### config.mk
export PLATFORM = sky130hd
export DESIGN_NAME = pltp_sqrt_cell
export DESIGN_NICKNAME = d
export VERILOG_FILES = /design/src/hw/rtl/point_to_line_projection_top_assert.svh /design/src/hw/rtl/pltp_sqrt_cell.sv
export SDC_FILE = /design/constraint.sdc
export NUM_CORES = 1
export LEC_CHECK = 0
export BUFFER_PORTS_ARGS = -buffer_cell sky130_fd_sc_hd__buf_2
export CAP_MARGIN = 0
export CORE_MARGIN = 2
export CORE_UTILIZATION = 48
export DETAILED_ROUTE_END_ITERATION = 10
export PLACE_DENSITY = 0.8
export SLEW_MARGIN = 20
export SYNTH_ARGS = -nofsm -noshare
export SYNTH_HDL_FRONTEND = slang
export SYNTH_SLANG_ARGS = --single-unit
export TNS_END_PERCENT = 100
### constraint.sdc
create_clock -name clk -period 3.9 [get_ports clk]
set_input_delay 0.39 -clock clk [delete_from_list [all_inputs] [get_ports clk]]
set_output_delay 0.39 -clock clk [all_outputs]
set_load 0.02 [all_outputs]
### src/hw/rtl/point_to_line_projection_top_assert.svh
// Assertion macros shared by the projection block.
`ifndef POINT_TO_LINE_PROJECTION_TOP_ASSERT_SVH
`define POINT_TO_LINE_PROJECTION_TOP_ASSERT_SVH

// Check that c holds in the same cycle as a.
`define PLTP_ASSERT_NOW(lbl, a, c) \
  lbl: assert property (@(posedge clk) disable iff (rst) (a) |-> (c)) \
    else $error("pltp assertion failed");

// Check that c holds in the cycle after a.
`define PLTP_ASSERT_NEXT(lbl, a, c) \
  lbl: assert property (@(posedge clk) disable iff (rst) (a) |=> (c)) \
    else $error("pltp assertion failed");

`endif

### src/hw/rtl/pltp_sqrt_cell.sv
module pltp_sqrt_cell #(
  parameter int DB = 25
) (
  input  logic            clk,
  input  logic            en,
  input  logic [DB:0]     rem_i,
  input  logic [DB-1:0]   root_i,
  input  logic [2*DB-1:0] rad_i,
  output logic [DB:0]     rem_o,
  output logic [DB-1:0]   root_o,
  output logic [2*DB-1:0] rad_o
);

  logic [DB+2:0] r2;
  logic [DB+2:0] trial;
  logic [DB+2:0] diff;
  logic          ge;

  // Bring down two radicand bits and try root bit one.
  assign r2    = {rem_i, rad_i[2*DB-1 -: 2]};
  assign trial = {1'b0, root_i, 2'b01};
  assign diff  = r2 - trial;
  assign ge    = (r2 >= trial);

  always_ff @(posedge clk) begin
    if (en) begin
      rem_o  <= ge ? diff[DB:0] : r2[DB:0];
      root_o <= {root_i[DB-2:0], ge};
      rad_o  <= {rad_i[2*DB-3:0], 2'b00};
    end
  end

endmodule

=== Word level (Yosys, flattened, before mapping) ===
Cells that the tools add are included.

* Input bits: 103
* Word-level logic and storage cells: 6
* Flip-flop bits (word level): 99

* Add/sub/neg operators: 1
* $lt $le $gt $ge: 1
* Multiplexer cells: 1

{| class="wikitable"
|+ Operators with widths
! operator !! count
|-
| $ge A28 B27 Y1 || 1
|-
| $mux W26 || 1
|-
| $sub A26 B26 Y26 || 1
|}

=== Depth between registers and ports, before layout ===
* Depth after elaboration: 2
* Mapped depth: 12
* Gate-level depth less buffers: 11

=== Worst setup path before layout ===
OpenSTA, ideal clock, no wires.

* Kind: input-to-reg
* Start point: input root_i[0]
* End point: register rem_o[19], data pin
* Setup time: 0.260 ns
* Cell stages on the path: 12
* Buffers on the path: 1
* Arrival time: 2.810 ns
* Slack: 0.830 ns
* Path through: inv_1 ha_1 nor2b_1 o21ai_0 nand2b_1 a21oi_2 o21ai_1 a211oi_2 a21oi_1 a41oi_4 buf_4 mux2_2

* Cells in the longest elaborated chain, start to end: 2
* Elaborated cells on any way between the ends: 3
* Those cells by class: 1 x add/sub; 1 x order compare; 1 x mux

{| class="wikitable"
|+ Ends and longest elaborated chain
! item !! line !! RTL
|-
| start: declaration || pltp_sqrt_cell.sv:7 || <nowiki>input logic [DB-1:0] root_i,</nowiki>
|-
| $sub A26 B26 Y26 or $ge A28 B27 Y1 (tied branches) || pltp_sqrt_cell.sv:22, pltp_sqrt_cell.sv:23 ||
|-
| $mux W26 (*) || pltp_sqrt_cell.sv:27 || <nowiki>rem_o <= ge ? diff[DB:0] : r2[DB:0];</nowiki>
|-
| end signal: assignment || pltp_sqrt_cell.sv:27 ||
|-
| end: declaration || pltp_sqrt_cell.sv:9 || <nowiki>output logic [DB:0] rem_o,</nowiki>
|}

Mark *: on every way between the ends. The rest lies on a longest branch, timed or not.
A chain may end at the register's enable or synchronous reset.

=== Worst setup path after layout ===
* Start point: input root_i[7]
* End point: register rem_o[19], data pin

Same word-level chain as after synthesis.

==> metrics.md <==
| Metric | Value |
|---|---|
| Status | `finished clean` |
| Async SR Flop Fraction | `0` |
| DRT Pass-1 Iters | `4` |
| Die area | `roughly 0.011 mm2` |
| Fmax | `~340 MHz` |
| Post-synth EDFFs | `slightly below 100` |
| Slew Viols, Final | `0` |
| WP data required | `~4 ns` |
| Post-detail-place hpwl | `about 8.6 mm` |
| Setup-failing EPs final | `0` |
| Core area | `0.00968 mm2` |
| Clk root buf | `clkbuf_8` |
| Hold Path Class | `input port to flip-flop` |
| RSZ-0062 raised after global routing | `false` |
| Total Wirelength | `about 11 mm` |
| Final Cycle Share | `0.765` |
| # Max-Cap Violations | `0` |
| GRT Util Overall | `0.206` |
| Setup Fix Bufs, Post-CTS | `0` |
| Initial antenna violation count | `0` |
| Post-layout net count | `681` |
| Ports | `~200` |
| Min Tclk post-route | `between 2 and 3 ns` |
| Final ANT Viol Nets | `0` |
| Critical hold path startpoint | `rad_i[18]` |
| Initial core utilization | `0.492` |
| Vias in the first global route | `approximately 3500` |
| Critical path class | `input port to flip-flop` |
| Num CTS Buffers | `9` |
| Clock Path Buffers | `2` |
| Hold endpoint | `rad_o[20]` |
| Antenna diode count | `0` |
| Area growth syn-to-layout | `28.1%` |
| CP Max Fanout | `6` |
| PD cells | `about 420 mW/mm2` |
| Final hold vios | `0` |
| Worst Path Arrival | `3.10 ns` |
| Avg Cell Area, Syn | `14.0 um2` |
| Slew @ Worst Pin | `roughly 0.74 ns` |
| CTS tree | `yes` |
| Final Wtd Congestion | `0.872` |
| Clock transition at the registers of the reported paths | `about 0.10 ns` |
| Die Width | `just over 100 um` |
| H-Tree Depth | `3` |
| Sequential fraction of the synthesis area | `0.624` |
| DRC Markers | `0` |
| WHS Path Cells | `1` |
| Die Span Y | `roughly 100 um` |
| Port buffer count | `approximately 200` |
| 1st-iter DRT viols | `between 200 and 250` |
| Kind of start point of the critical path | `input port` |
| Pleak | `2.70 nW` |
| Max VDD drop | `between 0.00015 and 0.0002 V` |
| Worst Setup End Kind | `flip-flop` |
| Vias per cell | `between 5 and 6` |
| Clock sinks | `between 90 and 100` |
| Syn Std Cell Area | `between 0.004 and 0.005 mm2` |
| Site Rows | `36` |
| Top FF cell, synth | `edfxtp_1` |
| Synth warn | `0` |
| Via count | `~3500` |
| Pin count of the biggest net entering global routing | `60` |
| Hold buffers post-CTS | `0` |
| Grt total ovfl | `0` |
| Seq cells post-synth | `between 90 and 100` |
| Fin util | `0.630` |
| Share of post-route cells with drive strength above 1 | `0.457` |
| Cells after synthesis | `around 340` |
| Setup TNS | `0 ns` |
| Per-cell routed wire length | `16.0 um` |
| Post-CTS sizing | `0` |
| First-pass GRT wire length | `~17 mm` |
| Unique masters post-synth | `53` |
| Slew margin rel. | `0.508` |
[worst max path at each step]
stage	start	to	slack (ns)	depth (start not counted)
after floorplan	root_i[0]	rem_o[19]	0.83	12
after global placement	rem_i[0]	rem_o[10]	0.63	12
after detailed placement	root_i[0]	rem_o[10]	0.51	13
after CTS	root_i[0]	rem_o[10]	0.91	13
after global routing	root_i[0]	rem_o[10]	0.64	13
final	root_i[7]	rem_o[19]	0.92	12
[placed cells by master (no fill, tap or decap), types with 5 or more instances in the layout]
| master | n |
|---|---|
| buf_2 | 200 |
| edfxtp_1 | 99 |
| inv_1 | 33 |
| ha_1 | 27 |
| mux2_2 | 23 |
| a21oi_1 | 22 |
| nor2_1 | 16 |
| nand2_1 | 13 |
| xnor2_1 | 13 |
| o21ai_0 | 10 |
| clkbuf_8 | 9 |
| a21o_1 | 7 |
| xor2_1 | 6 |
| nor3_1 | 5 |
| buf_4 | 5 |
[cell families (layout without fill, tap and decap cells)]
logic type                 Yosys count  in the layout  synth area share
AOI/OAI and AO/OA                   72             72             0.111
muxes                               26             26            0.0607
xor gates and xnor gates            19             19            0.0350
and+or+nand+nor                     57             57            0.0615
DFF                                 99             99             0.624
adders and majority gates           27             27            0.0710
other                                1              2          0.000788
buffers and inverters               40            254            0.0357
[flip-flops by register name, summed over array words and instances (netlist names)]
| name | flops |
|---|---|
| rad_o | 48 |
| rem_o | 26 |
| root_o | 25 |
[final cells by class]
cell class	count	area, um2
tap	133	166
inverter	33	124
sequential	99	2970
multi-input combinational	203	1620
clock inverter	6	50.0
fill	772	3580
clock buffer	10	128
timing repair buffer	205	1040
[critical path, stage by stage]
cell	delay [ns]
buf_2	0.10
inv_1	0.04
ha_1	0.36
a21o_1	0.24
a31oi_2	0.20
o221ai_2	0.19
a41oi_1	0.32
nand2b_1	0.15
a21oi_1	0.09
a2111oi_0	0.53
a2111oi_0	0.20
mux2_2	0.29
[layer usage]
metal / routed length, um / GRT usage / share of wire / up-vias
met4: 313 / 0.0946 / 0.028 / 0
li1: - / - / - / 1703
met2: 5670 / 0.366 / 0.51 / 147
met1: 4310 / 0.239 / 0.39 / 1651
met3: 742 / 0.0422 / 0.067 / 24
met5: 0 / 0 / 0 / -
[metrics by stage]
| step | hold slack, ns | instances | power (mW) | instance area, um2 | setup slack, ns |
|---|---|---|---|---|---|
| after global routing | 0.177 | 689 | 2.69 | 6100 | 0.643 |
| after global placement | 0.567 | 673 | 1.97 | 5920 | 0.628 |
| after floorplan | 0.489 | 342 | 1.76 | 4760 | 0.830 |
| after CTS | 0.179 | 689 | 2.61 | 6100 | 0.910 |
| after detailed placement | 0.568 | 673 | 1.99 | 5920 | 0.514 |
| final | 0.200 | 689 | 2.58 | 6100 | 0.916 |
[cell usage after synthesis, types with 5 or more instances]
cell | count | share of area
edfxtp_1 | 99 | 0.62
a21o_1 | 7 | 0.011
a21oi_1 | 22 | 0.023
buf_4 | 5 | 0.0079
o21ai_0 | 10 | 0.011
ha_1 | 27 | 0.071
inv_1 | 33 | 0.026
nor3_1 | 5 | 0.0053
nor2_1 | 16 | 0.013
xor2_1 | 6 | 0.011
nand2_1 | 13 | 0.010
xnor2_1 | 13 | 0.024
mux2_2 | 23 | 0.054
[where the power goes]
part | switching (mW) | internal (mW)
clock | 0.377 | 0.240
combinational | 0.383 | 0.256
sequential | 0.0258 | 1.30
Note: power is estimated with default switching activity, not from simulation.
