===== src/hw/rtl/point_to_line_projection_top_assert.svh =====
// Assertion macros shared by the projection block.
`ifndef POINT_TO_LINE_PROJECTION_TOP_ASSERT_SVH
`define POINT_TO_LINE_PROJECTION_TOP_ASSERT_SVH

// Check that c holds in the same cycle as a.
`define PLTP_ASSERT_NOW(lbl, a, c) \
  lbl: assert property (@(posedge clk) disable iff (rst) (a) |-> (c)) \
    else $error("pltp assertion failed");

// Check that c holds in the cycle after a.
`define PLTP_ASSERT_NEXT(lbl, a, c) \
  lbl: assert property (@(posedge clk) disable iff (rst) (a) |=> (c)) \
    else $error("pltp assertion failed");

`endif


===== src/hw/rtl/pltp_div_cell.sv =====
module pltp_div_cell #(
  parameter int SQW = 34,
  parameter int QB  = 50
) (
  input  logic           clk,
  input  logic           en,
  input  logic [SQW-1:0] rem_i,
  input  logic [QB-1:0]  dvd_i,
  input  logic [SQW-1:0] den_i,
  input  logic [QB-1:0]  q_i,
  output logic [SQW-1:0] rem_o,
  output logic [QB-1:0]  dvd_o,
  output logic [SQW-1:0] den_o,
  output logic [QB-1:0]  q_o
);

  logic [SQW:0] r2;
  logic [SQW:0] diff;
  logic         ge;

  // Shift in the next dividend bit, subtract the divisor where it fits.
  assign r2   = {rem_i, dvd_i[QB-1]};
  assign diff = r2 - {1'b0, den_i};
  assign ge   = (r2 >= {1'b0, den_i});

  always_ff @(posedge clk) begin
    if (en) begin
      rem_o <= ge ? diff[SQW-1:0] : r2[SQW-1:0];
      dvd_o <= {dvd_i[QB-2:0], 1'b0};
      den_o <= den_i;
      q_o   <= {q_i[QB-2:0], ge};
    end
  end

endmodule


===== config.mk =====
export PLATFORM = sky130hd
export DESIGN_NAME = pltp_div_cell
export DESIGN_NICKNAME = d
export VERILOG_FILES = /design/src/hw/rtl/point_to_line_projection_top_assert.svh /design/src/hw/rtl/pltp_div_cell.sv
export SDC_FILE = /design/constraint.sdc
export NUM_CORES = 1
export LEC_CHECK = 0
export ABC_AREA = 1
export BUFFER_PORTS_ARGS = -buffer_cell sky130_fd_sc_hd__buf_2
export CAP_MARGIN = 20
export CORE_ASPECT_RATIO = 1.4
export CORE_MARGIN = 2
export CORE_UTILIZATION = 45
export CTS_BUF_LIST = sky130_fd_sc_hd__clkbuf_4 sky130_fd_sc_hd__clkbuf_8
export DETAILED_ROUTE_END_ITERATION = 7
export PLACE_DENSITY = 0.81
export SLEW_MARGIN = 20
export SYNTH_ARGS = -nofsm -noshare
export SYNTH_HDL_FRONTEND = slang
export SYNTH_SLANG_ARGS = --single-unit

===== constraint.sdc =====
create_clock -name clk -period 2.5 [get_ports clk]
set_clock_uncertainty 0.1 [all_clocks]
set_input_delay 0.625 -clock clk [delete_from_list [all_inputs] [get_ports clk]]
set_output_delay 0.625 -clock clk [all_outputs]
set_load 0.01 [all_outputs]

======== After elaboration in Yosys (flattened, before gate mapping) ========
Index checks and enable logic that the tools add are counted.
word-level totals
  flip-flop bits (word level) ............. 167
  bits of input ports ..................... 170
  word-level logic and storage cells ...... 7
cells by class
  $add $sub $neg .......................... 1
  $lt $le $gt $ge ......................... 1
  muxes and demuxes ....................... 1
operators with widths
  cell                            number
  >= comparator 35 x 34 -> 1 bit  1
  two-way mux 34 bit              1
  subtractor 34 bit               1

======== Depth between registers and ports, before layout ========
Gate-level depths: netlist (run 1).
  depth in word-level cells ............... 2
  mapped depth ............................ 16

======== Worst setup path after synthesis (run 1) ========
OpenSTA, ideal clock, no wires.
  kind .................................... input -> register
  from .................................... input dvd_i[49]
  to ...................................... register rem_o[20] (data pin)
  setup time .............................. 0.253 ns
  data arrival time ....................... 2.096 ns
  data required time ...................... 2.147 ns
  setup slack ............................. 0.051 ns
  cell stages on the path ................. 14
  path buffers ............................ 0
  path through ............................ inv_1 -> ha_1 -> inv_1 -> fa_1 -> nand3_1 -> nand3_1 -> nand2_1 -> nand2_1 -> nand2_1 -> nand2_1 -> nand3_1 -> nand3b_1 -> nand3_1 -> nand2_1
on the way
  longest elaborated chain between the ends .. 2
  elaborated cells between the ends (all ways) .. 3
  classes of those cells .................. 1 x add/sub; 1 x order compare; 1 x mux
ends and longest elaborated chain
  what                                                                 RTL line                                  RTL
  start, declared                                                      pltp_div_cell.sv:8                        input logic [QB-1:0] dvd_i,
  subtractor 34 bit or >= comparator 35 x 34 -> 1 bit (tied branches)  pltp_div_cell.sv:23, pltp_div_cell.sv:24
  two-way mux 34 bit *                                                 pltp_div_cell.sv:28                       rem_o <= ge ? diff[SQW-1:0] : r2[SQW-1:0];
  end signal, assigned                                                 pltp_div_cell.sv:28
  end, declared                                                        pltp_div_cell.sv:11                       output logic [SQW-1:0] rem_o,
Mark *: on every way between the ends. The rest lies on a longest branch, timed or not.
A chain may end at the register's enable or synchronous reset.

======== Final worst setup path (run 1) ========
  from .................................... input dvd_i[49]
  to ...................................... register rem_o[30] (data pin)
The elaborated chain is that of the path after synthesis.

==> impl_metrics.toml, run 1 <==
[synth]
synth_area_sq_um = 8122
synth_cell_types = 30
avgSynthCellArea_sq_um = 10.03
yosys.area.top_type_share_pct = 61.75
synth-main-ff-cell = "edfxtp_1"
synth_cells = 810
synth.ff_latch_count = 167
synthArstFlopShare_pct = 0
yosysSeqAreaShare_pct = 61.75
synth_fp_nets = 1015
netlist_top_cells_area = "edfxtp_1 62%, nand2_1 13%, inv_1 6.1%"
synth_edf_count = 167
synth-warning-count = 0
yosysTopAreaCell = "edfxtp_1"

[clock_tree]
root_buffer = "clkbuf_8"
postCtsHoldBufs = 0
cts_max_level = 4
cts_made_buffers = 17
cts_tree = "yes"
cts_buffer_depth = 2
post_cts.repair.setup_buffers = 0
cts.sinks = 167
cts.clk_slew.worst_paths_ns = 0.10

[worst_setup_path]
cp.arrival_ns = 2.49
required_ns = 2.63
cp_slowest_cell = "fa_1"
path_max_fanout = 3
cp-start-kind = "input pin"
cp_common_cell = "nand2_1"
slowest_delay_ns = 0.38
crit_chain = "buf_2, inv_1, ha_1, inv_1, fa_1, nand3_1, nand3_1, nand2_1, nand2_1, nand2_1, nand2_1, nand2_1, nand3_1, nand3_1, nand2_1"
endpoint_kind = "register"
path_class = "in -> reg"

[sta]
setup-violations-final = 0
drv_slew = 0
setup_tns_ns = 0
fmax_mhz = 424.3
min_period_over_period_pct = 94.28
hold_viol = 0
min_period_ns = 2.357
whs_ns = 0.2274
rsz0062_at_grt = "no"

[min_path]
min_to = "q_o[19]$_DFFE_PP_"
hold_depth = 1
holdCritPathClass = "in -> reg"
worstHoldStart = "q_i[18]"

[route]
drc = 0
drt-initial-drc-count = 320
avgRoutedWirePerCell_um = 16.00
avgViaCountPerCell = 4.682
routed_wl_um = 24770
vias = 7248
antenna_left = 0
dr.pass1.iters = 5

[grt]
grt_max_degree = 44
overflow = 0
grt_pass1_wl_um = 36470
grt_pass1_vias = 7267
track_usage_pct = 25.39
grt_antenna_before_repair = 4

[floorplan]
dieArea_sq_um = 19150
die_w_um = 117.5
io_pins = 338
start_util_pct = 45.49
core_area_sq_um = 17850
die_h_um = 163.0
num_rows = 58

[finish]
final_util_pct = 64.46
fill_cells = 1473
regArea_sq_um = 5015
multi_input_area_sq_um = 2539
drive_gt1_share_pct = 40.45
instances_no_fill = 1548
final_nets = 1496
area_growth_syn_to_layout_pct = 41.69

[placement]
placed_cells = 1512
dpl.hpwl_um = 20240
numPortBuffers = 335
gp_congestion = 0.9525

[power_and_ir_drop]
pwr_density_cell_nw_per_um2 = 611.2
peakVddDrop_uv = 282.3
leakagePower_nw = 5.879

[job]
drv_cap = 0

[status]
outcome = "completed"
[cell type report]
class                      count  area share (%)
sequential                   167           43.58
timing repair buffer         469           23.91
multi-input combinational    502           22.06
inverter                     134           4.393
tap                          240           2.610
clock buffer                  17           2.033
clock inverter                14           1.305
antenna                        5          0.1087
[state kept, by name, summed over array words and instances, names as in the netlist]
| name | count |
|---|---|
| q_o | 50 |
| dvd_o | 49 |
| den_o | 34 |
| rem_o | 34 |
[cells in the mapped netlist (2+ instances only)]
master / n
a21oi_1: 25
a21oi_2: 2
buf_4: 4
buf_6: 2
edfxtp_1: 167
ha_1: 34
inv_1: 131
inv_2: 2
nand2_1: 280
nand2_2: 12
nand3_1: 32
nand3b_1: 7
nand4_1: 4
nor2_1: 56
nor2_2: 2
nor3_1: 7
o21ai_0: 12
o21bai_1: 3
xnor2_1: 3
xor2_1: 15
[what timing repair did]
action / in CTS / in global routing
endpoints found under the setup margin: 0 / 1
gates resized for setup: 0 / 2
endpoints found under the hold margin: 0 / 0
[placed cells by master, fill, tap and decap left out, types with 2 or more instances in the layout]
master and n:
clkinv_8 2, a21oi_1 25, buf_4 129, clkbuf_8 17, a21oi_2 2, xor2_1 15, nand2_1 278, buf_2 334
inv_1 131, nand2_2 14, nor2_1 56, inv_8 5, diode_2 5, nor3_1 7, ha_1 34, o21bai_1 3
xnor2_1 3, buf_12 5, nand4_1 4, edfxtp_1 167, clkinv_4 3, nor2_2 2, inv_6 4, nand3_1 32
o21ai_0 12, inv_2 2, nand3b_1 7
[where the power goes]
part,internal (mW),switching [mW]
Clock,0.748,1.15
Combinational,0.745,0.936
Sequential,3.39,0.0650
Total,4.88,2.15
[layer usage]
layer  GRT usage, %  share of wire [%]  vias to the layer above
met4          12.16                3.9                        0
met1          24.61                 34                     3324
met3          5.637                5.9                       59
met2          50.32                 56                      279
met5              0                  0                        -
li1               -                  -                     3586
[per-stage QoR]
stage | setup slack (ns) | instance area, sq um | total power, mW
after CTS | 0.1601 | 11490 | 7.090
after global placement | -0.3569 | 11110 | 5.159
after floorplan | 0.05127 | 8122 | 4.267
after global routing | 0.02537 | 11500 | 7.361
final | 0.1431 | 11510 | 7.033
after detailed placement | -0.3528 | 11110 | 5.196
[cells by family (layout without fill, tap and decap cells)]
group | Yosys count | in the layout | share of synthesized area [%]
flops | 167 | 167 | 61.75
simple gates | 406 | 406 | 20.95
buf+inv | 141 | 634 | 7.056
compound gates | 42 | 42 | 2.773
other cells | 1 | 6 | 0.04617
fa+ha+maj | 35 | 35 | 5.485
xor+xnor | 18 | 18 | 1.941
[worst max-delay path by stage]
stage / to / depth (start not counted) / from / slack (ns)
2_1_floorplan: rem_o[20]$_DFFE_PP_ / 14 / dvd_i[49] / 0.05
3_3_place_gp: rem_o[19]$_DFFE_PP_ / 13 / rem_i[25] / -0.36
3_5_place_dp: rem_o[32]$_DFFE_PP_ / 15 / dvd_i[49] / -0.35
4_1_cts: rem_o[14]$_DFFE_PP_ / 13 / rem_i[25] / 0.16
5_1_grt: rem_o[28]$_DFFE_PP_ / 15 / dvd_i[49] / 0.03
6_report: rem_o[30]$_DFFE_PP_ / 15 / dvd_i[49] / 0.14
[critical path: cells and delay by family]
| family | cells | cell delay, ns |
|---|---|---|
| adders and majority gates | 2 | 0.56 |
| and+or+nand+nor | 10 | 1.06 |
| buffers and inverters | 3 | 0.24 |
(Power assumes the default switching activity.)
==> inputs of run 2 (changes only) <==
--- a/config.mk
+++ b/config.mk
@@ -14,6 +14,7 @@
 export CTS_BUF_LIST = sky130_fd_sc_hd__clkbuf_4 sky130_fd_sc_hd__clkbuf_8
 export DETAILED_ROUTE_END_ITERATION = 7
 export PLACE_DENSITY = 0.81
+export SETUP_SLACK_MARGIN = 0.4
 export SLEW_MARGIN = 20
 export SYNTH_ARGS = -nofsm -noshare
 export SYNTH_HDL_FRONTEND = slang
==> run 2 against run 1 <==
Die area did not move. First-iteration DRC count grew 23%. Sequential power about the same. Sequential cell count stayed put. Via count increased by 1.9%. Worst setup slack improved by 0.17 ns. Total power increased by 4.1%.
==> impl_metrics.toml, run 2 (synthesized netlist as in run 1, its figures left out) <==
[worst_setup_path]
cp-start-kind = "input pin"
path_max_fanout = 5
path_class = "in -> reg"
cp_slowest_cell = "ha_4"
endpoint_kind = "register"
cp.arrival_ns = 2.31
required_ns = 2.62
cp_common_cell = "nand2_4"
crit_chain = "buf_2, ha_4, nand2_4, nor2_4, nand2_4, nor4_4, a21oi_2, buf_6, nand2_8, clkinv_16, nand2_4, nand2_2"
slowest_delay_ns = 0.30

[floorplan]
die_w_um = 117.5
core_area_sq_um = 17850
die_h_um = 163.0
dieArea_sq_um = 19150
io_pins = 338
start_util_pct = 45.49
num_rows = 58

[sta]
drv_slew = 0
min_period_over_period_pct = 87.61
slew_headroom_pct = 64.18
min_period_ns = 2.190
setup_tns_ns = 0
whs_ns = 0.2302
setup-violations-final = 0
tightest_slew_ns = 0.5317
rsz0062_at_grt = "yes"
fmax_mhz = 456.6
hold_viol = 0

[finish]
antenna_cells = 0
layout_common_cells = "326 x buf_2, 228 x nand2_1, 167 x edfxtp_1"
area_growth_syn_to_layout_pct = 52.67
top_register = "q_o"
final_nets = 1493
final_common_cell = "buf_2"
top_regs = "q_o x50, dvd_o x49"
fin_area_sq_um = 12400
drive_gt1_share_pct = 51.11
largest_reg_flops = 50

[placement]
dpl.hpwl_um = 19970
numPortBuffers = 335
placed_area_sq_um = 11510
gp_congestion = 0.8722

[route]
drt-initial-drc-count = 393
avgRoutedWirePerCell_um = 16.67
avgViaCountPerCell = 4.792
vias = 7385
dr.pass1.iters = 5
drc = 0
routed_wl_um = 25700
antenna_left = 0

[grt]
grt_pass1_vias = 7336
grt_pass1_wl_um = 37070
grt_max_degree = 38
overflow = 0
grt_antenna_before_repair = 0
track_usage_pct = 25.61

[job]
drv_cap = 0

[power_and_ir_drop]
leakagePower_nw = 6.034
peakVddDrop_uv = 302.8
power_mw = 7.319
pwr_density_cell_nw_per_um2 = 590.3

[clock_tree]
postCtsHoldBufs = 0
cts.clk_slew.worst_paths_ns = 0.10
cts_tree = "yes"
cts_buffer_depth = 2
cts_max_level = 4
cts_made_buffers = 17
root_buffer = "clkbuf_8"
cts.sinks = 167

[min_path]
holdCritPathClass = "in -> reg"

[status]
outcome = "completed"
## run 2: changes by cell type in the layout (fill, tap and decap cells not counted), moves of 14 or more
cell / delta
nor2_2: +14
ha_1: -29
nand3_2: +15
nand2_1: -50
nand2_2: +35
inv_2: +15
nand3_1: -15
nand2_4: +15
ha_4: +29
inv_1: -21
nor2_1: -16
## run 2: worst max-delay path: cells and delay by family
kind,cells,cell delay (ns)
AOI/OAI and AO/OA,1,0.11
and+or+nand+nor,7,0.84
adders and majority gates,1,0.30
buffers and inverters,3,0.42
## run 2: final cells by class
| type | count | area, sq um |
|---|---|---|
| clock inverter | 14 | 150.1 |
| fill | 1351 | 5453 |
| tap | 240 | 300.3 |
| clock buffer | 18 | 241.5 |
| timing repair buffer | 461 | 2761 |
| timing repair inverter | 3 | 42.54 |
| inverter | 134 | 576.8 |
| multi-input combinational | 504 | 3312 |
| sequential | 167 | 5015 |
## run 2: final timing paths
kind | startpoint | end | cells past startpoint | slack, ns
max | rem_i[15] | rem_o[18]$_DFFE_PP_ | 12 | 0.31
min | dvd_i[11] | dvd_o[12]$_DFFE_PP_ | 1 | 0.23
## run 2: routing by layer
metal	up-vias	track usage [%]	share of wire [%]
met5	-	0	0
met4	0	13.31	5.3
met3	83	4.797	5.4
met2	316	50.37	56
met1	3409	25.28	34
li1	3577	-	-
## run 2: report_power, final
group	switching [mW]	leakage [nW]	total (mW)	internal, mW
sequential	0.0635	1.63	3.45	3.39
clock	1.15	0.201	1.91	0.761
combinational	1.08	4.20	1.96	0.871
## run 2: per-stage QoR
| step | cells | worst slack (ns) | utilization (%) |
|---|---|---|---|
| 6_report | 1541 | 0.3098 | 69.46 |
| 5_1_grt | 1541 | 0.2491 | 69.46 |
| 4_1_cts | 1530 | 0.3737 | 67.44 |
| 3_5_place_dp | 1491 | -0.2404 | 64.50 |
| 3_3_place_gp | 1491 | -0.1645 | 64.50 |
| 2_1_floorplan | 810 | 0.2022 | - |
## run 2: timing repair
item	CTS	global route
gates cloned	1	4
pin swaps	9	30
setup endpoints to repair	34	35
setup buffers	6	7
gates resized for setup	28	80
endpoints found under the hold margin	0	0
==> inputs of run 3 (changes only) <==
==> constraint.sdc (replaced) <==
create_clock -name clk -period 2 [get_ports clk]
set_clock_uncertainty 0.1 [all_clocks]
set_input_delay 0.5 -clock clk [delete_from_list [all_inputs] [get_ports clk]]
set_output_delay 0.5 -clock clk [all_outputs]
set_load 0.01 [all_outputs]
==> run 3 against run 2 <==
The run now ends with setup timing left. Critical path depth is 1 higher. Sequential power is 26% higher. Routed wire length up 8.2%. Worst hold slack lost 0.13 ns. Cell count increased by 2.7%. First-iteration DRC count rose by 40%. Non-clock buffer count is 47 higher. Critical path type unchanged. Largest cell class unchanged. Highest routed layer unchanged.
==> impl_metrics.toml, run 3 (synthesized netlist as in run 1, its figures left out) <==
[route]
vias = 7799
drc = 0
antenna_left = 0
avgRoutedWirePerCell_um = 17.56
dr.pass1.iters = 5
drt-initial-drc-count = 552
avgViaCountPerCell = 4.927
routed_wl_um = 27810

[sta]
setup_slack_ns = -0.03952
rsz0062_at_grt = "yes"
fmax_mhz = 490.3
whs_ns = 0.1023
setup_tns_ns = -0.2072
min_period_over_period_pct = 102.0
drv_slew = 0
hold_viol = 0
min_period_ns = 2.040
setup-violations-final = 17

[worst_setup_path]
cp-startpoint = "den_i[3]"
cp.arrival_ns = 2.17
endpoint_kind = "register"
critical_path.endpoint = "rem_o[0]$_DFFE_PP_"
cp-start-kind = "input pin"
path_class = "in -> reg"
required_ns = 2.13
path_max_fanout = 6

[finish]
multi_input_area_sq_um = 3558
final_nets = 1535
largest_reg_flops = 50
final_util_pct = 74.27
fin_area_sq_um = 13260
drive_gt1_share_pct = 56.74
top_regs = "q_o x50, dvd_o x49"
area_growth_syn_to_layout_pct = 63.26
top_register = "q_o"
layout_common_cells = "283 x buf_2, 200 x nand2_1, 167 x edfxtp_1"
regArea_sq_um = 5015
instances_no_fill = 1583
fill_cells = 1181
antenna_cells = 0
final_common_cell = "buf_2"

[clock_tree]
cts.clk_slew.worst_paths_ns = 0.10
cts.sinks = 167
cts_max_level = 4
cts_made_buffers = 17
cts_tree = "yes"
cts_buffer_depth = 2
postCtsHoldBufs = 0
root_buffer = "clkbuf_8"

[grt]
grt_pass1_vias = 7981
track_usage_pct = 26.87
grt_antenna_before_repair = 0
grt_pass1_wl_um = 39230
overflow = 0
grt_max_degree = 34

[floorplan]
core_area_sq_um = 17850
start_util_pct = 45.49
die_w_um = 117.5
num_rows = 58
io_pins = 338
dieArea_sq_um = 19150
die_h_um = 163.0

[power_and_ir_drop]
leakagePower_nw = 6.375
p_sw_mw = 3.009
internal_power_mw = 6.525
seqPwrFrac_pct = 45.5
clkPwrFrac_pct = 25.2
combPwrFrac_pct = 29.3
swShare_pct = 31.56
pwr_density_cell_nw_per_um2 = 719.1
power_mw = 9.535
peakVddDrop_uv = 449.0

[min_path]
holdCritPathClass = "in -> reg"

[placement]
placed_cells = 1517
numPortBuffers = 335
dpl.hpwl_um = 20430
pre_cts_slack_ns = -0.6373
placed_area_sq_um = 11700
gp_congestion = 0.9312

[status]
violations = "setup timing"
outcome = "finished, violations left"

[job]
drv_cap = 0
run 3: changes by cell type in the layout (fill, tap and decap cells not counted), sizes merged:
cell    change
inv         -1
nand2       -2
clkinv      -2
buf        +47
run 3: cell type report:
class / count / share of cell area [%]
sequential: 167 / 37.82
inverter: 134 / 4.341
tap: 240 / 2.265
multi-input combinational: 502 / 26.84
clock inverter: 14 / 1.170
timing repair buffer: 508 / 25.74
clock buffer: 18 / 1.821
run 3: routing by layer:
metal	track usage, %	wire length [um]
met5	0	0
met4	16.59	1681
met3	5.637	1626
met2	52.92	15310
met1	24.95	9182
run 3: critical path, stage by stage:
cell and delay [ns]:
buf_2 0.10, inv_2 0.04, ha_4 0.28, buf_6 0.11
nand2_4 0.05, nor3_4 0.18, nand4_1 0.16, nor2_2 0.20
a21oi_4 0.10, nand2_8 0.15, buf_6 0.12, buf_12 0.12
o21ai_2 0.05
run 3: how the worst min path moves through the flow:
stage / from / to / slack (ns) / cells past startpoint
finish: q_i[7] / q_o[8]$_DFFE_PP_ / 0.10 / 1
global route: q_i[36] / q_o[37]$_DFFE_PP_ / 0.07 / 1
CTS: den_i[22] / den_o[22]$_DFFE_PP_ / 0.08 / 1
detailed placement: q_i[34] / q_o[35]$_DFFE_PP_ / 0.58 / 1
global placement: q_i[37] / q_o[38]$_DFFE_PP_ / 0.58 / 1
floorplan: den_i[0] / den_o[0]$_DFFE_PP_ / 0.50 / 0
run 3: power groups by stage:
stage,clock network [mW],registers [mW],logic [mW]
2_1_floorplan,0,4.59,0.899
3_3_place_gp,0,4.39,2.24
3_5_place_dp,0,4.39,2.30
4_1_cts,2.42,4.32,2.54
5_1_grt,2.57,4.37,2.97
6_report,2.41,4.34,2.79
run 3: repair_timing:
action                                  4_1_cts  5_1_grt
endpoints found under the setup margin      133      193
pin swaps                                    60       40
resized for setup                           138      119
setup buffers                                24       10
